File: src/design/lcsle_pkg.sv
package lcsle_pkg;

   localparam int MAX_LEN_DEFAULT = 64;
   localparam int FUNC_W          = 2;
   localparam int SYM_W           = 8;
   localparam int LEN_W           = 7;

   // request function codes
   localparam logic [FUNC_W-1:0] FUNC_APPEND = 2'd0;
   localparam logic [FUNC_W-1:0] FUNC_SCAN   = 2'd1;
   localparam logic [FUNC_W-1:0] FUNC_FINISH = 2'd2;

   typedef struct packed {
      logic [FUNC_W-1:0] func;
      logic [SYM_W-1:0]  symbol;
   } req_payload_type;

   typedef struct packed {
      logic [LEN_W-1:0] lcs_length;
      logic [LEN_W-1:0] first_length;
      logic             overflow_dropped;
      logic             order_dropped;
   } rsp_payload_type;

   // operations that travel down the cell row
   typedef enum logic [1:0] {
      OP_LOAD   = 2'd0,
      OP_SCAN   = 2'd1,
      OP_FINISH = 2'd2
   } cell_op_type;

   typedef struct packed {
      logic             valid;
      cell_op_type      op;
      logic [SYM_W-1:0] symbol;
      logic             overflow_seen;
      logic             order_seen;
   } cell_ctrl_type;

endpackage

File: src/design/lcsle_cell.sv
module lcsle_cell
   import lcsle_pkg::*;
#(
   parameter int INDEX = 0,
   parameter int CNT_W = 7
) (
   input  logic                clock,
   input  logic                reset,
   input  logic                advance,
   input  cell_ctrl_type       in_ctrl,
   input  logic [CNT_W-1:0]    in_idx,
   input  logic [CNT_W-1:0]    in_diag,
   input  logic [CNT_W-1:0]    in_left,
   output cell_ctrl_type       out_ctrl,
   output logic [CNT_W-1:0]    out_idx,
   output logic [CNT_W-1:0]    out_diag,
   output logic [CNT_W-1:0]    out_left
);

   localparam logic [CNT_W-1:0] INDEX_C = CNT_W'(INDEX);

   logic             loaded_ff, loaded_in;
   logic [SYM_W-1:0] byte_ff, byte_in;
   logic [CNT_W-1:0] row_ff, row_in;
   cell_ctrl_type    ctrl_ff, ctrl_in;
   logic [CNT_W-1:0] idx_ff, idx_in;
   logic [CNT_W-1:0] diag_ff, diag_in;
   logic [CNT_W-1:0] left_ff, left_in;
   logic [CNT_W-1:0] new_value;

   // dp recurrence for this column
   always_comb begin
      if (byte_ff == in_ctrl.symbol) begin
         new_value = in_diag + CNT_W'(1);
      end else if (row_ff > in_left) begin
         new_value = row_ff;
      end else begin
         new_value = in_left;
      end
   end

   always_comb begin
      loaded_in = loaded_ff;
      byte_in   = byte_ff;
      row_in    = row_ff;
      ctrl_in   = in_ctrl;
      idx_in    = in_idx;
      diag_in   = in_diag;
      left_in   = in_left;
      if (in_ctrl.valid) begin
         unique case (in_ctrl.op)
            OP_LOAD: begin
               if (in_idx == INDEX_C) begin
                  loaded_in = 1'b1;
                  byte_in   = in_ctrl.symbol;
               end
            end
            OP_SCAN: begin
               diag_in = row_ff;
               left_in = new_value;
               row_in  = new_value;
            end
            OP_FINISH: begin
               // last loaded cell leaves its value as the answer
               if (loaded_ff) begin
                  left_in = row_ff;
               end
               loaded_in = 1'b0;
               row_in    = '0;
            end
            default: begin
            end
         endcase
      end
   end

   // loaded flag, dp value and only the valid bit of the beat register get a reset value
   always_ff @(posedge clock) begin
      if (reset) begin
         loaded_ff     <= 1'b0;
         row_ff        <= '0;
         ctrl_ff.valid <= 1'b0;
      end else if (advance) begin
         loaded_ff <= loaded_in;
         row_ff    <= row_in;
         ctrl_ff   <= ctrl_in;
      end
   end

   always_ff @(posedge clock) begin
      if (advance) begin
         byte_ff <= byte_in;
         idx_ff  <= idx_in;
         diag_ff <= diag_in;
         left_ff <= left_in;
      end
   end

   assign out_ctrl = ctrl_ff;
   assign out_idx  = idx_ff;
   assign out_diag = diag_ff;
   assign out_left = left_ff;

endmodule

File: config.mk
export PLATFORM = sky130hd
export DESIGN_NAME = lcsle_cell
export DESIGN_NICKNAME = d
export VERILOG_FILES = /design/src/design/lcsle_pkg.sv /design/src/design/lcsle_cell.sv
export SDC_FILE = /design/constraint.sdc
export NUM_CORES = 1
export LEC_CHECK = 0
export ABC_AREA = 1
export BUFFER_PORTS_ARGS = -buffer_cell sky130_fd_sc_hd__buf_4
export CAP_MARGIN = 20
export CORE_MARGIN = 2
export CORE_UTILIZATION = 54
export CTS_BUF_LIST = sky130_fd_sc_hd__clkbuf_8
export DETAILED_ROUTE_END_ITERATION = 8
export GPL_TIMING_DRIVEN = 0
export PLACE_DENSITY_LB_ADDON = 0.15
export SETUP_SLACK_MARGIN = 0.15
export SKIP_CTS_REPAIR_TIMING = 1
export SYNTH_ARGS = -nofsm -noshare
export SYNTH_HDL_FRONTEND = slang
export SYNTH_SLANG_ARGS = --single-unit
File: constraint.sdc
create_clock -name clock -period 2 [get_ports clock]
set_input_delay 0.2 -clock clock [delete_from_list [all_inputs] [get_ports clock]]
set_output_delay 0.2 -clock clock [all_outputs]
set_load 0.1 [all_outputs]
==> summary.txt <==
Slowest cell delay on critical path -> 0.37 ns
RSZ-0062 raised after global routing -> no
Final wirelength -> 5650 um
CTS tree -> yes
Peak VDD IR -> 0.000364 V
Row Count -> 24
XOR/XNOR Fraction of Synth Area -> 0.0381
FF+latch count, synth -> 50
Multi-input gate area -> 1050 um^2
Grt ovf -> 0
Ordered list of cells on the worst path -> ha_1 > nand2_1 > nor2_4 > nand2_2 > nand2_4 > nand2_4 > nand2_1 > nand3_1 > nand3_1 > a21oi_2
CTS Root Cell -> clkbuf_8
Measured slew at the worst slew-check pin -> 0.919 ns
CTS Sinks -> 50
Worst setup path category -> register to register
Worst Clk Skew -> 0.00289 ns
Clk Latency, worst-skew pair -> 0.31 ns
Iter 0 DRT Violations -> 112
Post-synth ARST share -> 0
Outcome -> finished clean
TritonCTS buffer count -> 5
Filler cell count -> 322
Synth Area in Adders -> 0.0545
Multiplexer share of the synthesized area -> 0.0134
Seq. cell area -> 1420 um^2
Die ar. -> 5240 um^2
P&R area growth vs syn -> 29.8%
Final instance area -> 3280 um^2
DRC -> 0
Tot Pwr -> 2.65 mW
Final hold vios -> 0
Most frequent cells after synthesis -> nand2_1 (49), edfxtp_1 (41), nand3_1 (32)
Crit path time final -> 1.76 ns
Pleak -> 1.38 nW
R2r setup slk -> 0.24 ns
Routed vias/inst -> 5.54
Die Wd -> 72.4 um
YS warnings -> 0
Avg Inst Size Synth -> 10.2 um^2
Yosys top cell area share -> 0.487
Register area share after synthesis -> 0.558
Hold path depth -> 1
Critical Path RT -> 2.08 ns
Unique cell type count in the Yosys netlist -> 26
Worst hold endpoint -> out_ctrl[1]$_DFFE_PP_
Clk slew on worst S/H paths -> 0.09 ns
Worst r2r src -> row_ff[3]$_SDFFE_PP0P_
# diodes -> 0
Crit end category -> register
Via Count -> 2093
Drt wl/cell -> 14.9 um
Post-synthesis cell area -> 2530 um^2
DR pass1 iterations -> 4
Pwr Density -> 808 nW/um^2
Final critical-path share of the clock period -> 0.880
WP data arrival -> 1.84 ns
PortBufs -> 69
Syn Inst Count -> 248
Largest area contributor in the netlist -> edfxtp_1
Starting Density -> 0.569
Post-synth EDFFs -> 41
Final ANT Viol Nets -> 0
Post-Place Cells -> 369
Main combinational cell family by area after synthesis -> simple AND/OR/NAND/NOR gates
Compound-Gate Fraction of Synth Area -> 0.0856
Nets -> 373
HPWL after DPL -> 4220 um
Hold path start -> in_ctrl[1]
Slew Viols, Final -> 0
First-pass GRT wire length -> 8800 um
R2r endpoint -> out_left[3]$_DFFE_PP_
Setup TNS -> 0 ns
CP Max Fanout -> 8
Syn_nets -> 296
Fmax -> 0.568 GHz
CTS Buffer Depth -> 2
GPL Wtd Cong -> 0.891
# IOs -> 71
Startpoint Class -> register
Vias in the first global route -> 1989
Core area -> 4440 um^2
GR Util All Layers -> 0.222
Maximum number of pins on one net before global-route repair -> 24
Synth top area cells -> edfxtp_1 (49%), nand2_1 (7.3%), dfxtp_1 (7.1%)
HP Class -> primary input to register
Rel. slew slack -> 0.385
Post-Synth Simple-Gate Area -> 0.210
Slowest-stage cell, CP -> dfxtp_1
Initial antenna violation count -> 0
H-tree depth -> 2
Max-cap violation count -> 0
Die Height -> 72.4 um
Most common cell in the synthesized netlist -> nand2_1
Prevailing post-synth register cell -> edfxtp_1
Non-filler cells, final -> 378
Area after DPL -> 3110 um^2
Final-report setup violation count -> 0
R2R depth -> 10
Layout cell share with drive strength beyond 1 -> 0.334
-- metrics by stage --
step                      setup slack, ns  utilization  hold slack (ns)
after detailed placement            0.210        0.700            0.380
final                               0.239        0.738           0.0656
after floorplan                     0.423            -            0.299
after global placement              0.254        0.700            0.382
after global routing                0.144        0.738           0.0571
after CTS                           0.184        0.726           0.0582
-- report_power, final --
group / internal (mW) / total, mW / switching [mW]
sequential: 1.19 / 1.21 / 0.0208
combinational: 0.175 / 0.703 / 0.527
clock: 0.381 / 0.738 / 0.357
total: 1.75 / 2.65 / 0.905
-- worst max path at each step --
stage	start	end	slack, ns	cells past startpoint
2_1_floorplan	row_ff[6]$_SDFFE_PP0P_	out_left[0]$_DFFE_PP_	0.42	9
3_3_place_gp	row_ff[5]$_SDFFE_PP0P_	out_left[1]$_DFFE_PP_	0.25	9
3_5_place_dp	row_ff[6]$_SDFFE_PP0P_	out_left[2]$_DFFE_PP_	0.21	10
4_1_cts	row_ff[6]$_SDFFE_PP0P_	out_left[5]$_DFFE_PP_	0.18	10
5_1_grt	row_ff[4]$_SDFFE_PP0P_	out_left[2]$_DFFE_PP_	0.14	10
6_report	row_ff[3]$_SDFFE_PP0P_	out_left[3]$_DFFE_PP_	0.24	10
-- layer usage --
layer | share of wire | track usage
met1 | 0.38 | 0.251
met2 | 0.52 | 0.409
met3 | 0.071 | 0.0514
met4 | 0.022 | 0.0802
met5 | 0 | 0
-- worst max-delay path: cells and delay by family, from the launching register on --
family	cells	cell delay [ns]
DFF	1	0.37
adders and majority gates	1	0.29
AOI/OAI and AO/OA	1	0.06
and+or+nand+nor	8	0.80
-- final cells by class --
cell class                      instances  area share
Buffer                                  5     0.00687
Clock buffer                            5      0.0210
Sequential cell                        50       0.433
Tap cell                               52      0.0198
Timing Repair Buffer                   70       0.160
Clock inverter                          3      0.0149
Inverter                               21      0.0240
Multi-Input combinational cell        172       0.320
-- layout by cell type (no fill, tap or decap), types with 5 or more instances in the layout --
master     n
edfxtp_1  41
ha_1       9
xnor2_1   10
buf_4     70
a21oi_2    6
nand2_1   49
inv_1     20
a21oi_1   21
nor2_1    17
nand3_1   30
o21ai_0    7
clkbuf_8   5
-- cell families (layout without fill, tap and decap cells) --
| logic type | Yosys count | after routing |
|---|---|---|
| buffers and inverters | 26 | 104 |
| AO/OA/AOI/OAI | 36 | 36 |
| XOR/XNOR | 11 | 11 |
| flip-flops | 50 | 50 |
| AND/OR/NAND/NOR | 111 | 111 |
| adder cells (fa/ha/maj) | 11 | 11 |
| multiplexers | 3 | 3 |
-- registers in the layout, summed over array words and instances (netlist names) --
signal     cells
row_ff         7
out_left       7
byte_ff        8
out_idx        7
out_ctrl      13
out_diag       7
loaded_ff      1
Power figures use the tool's default switching activity.
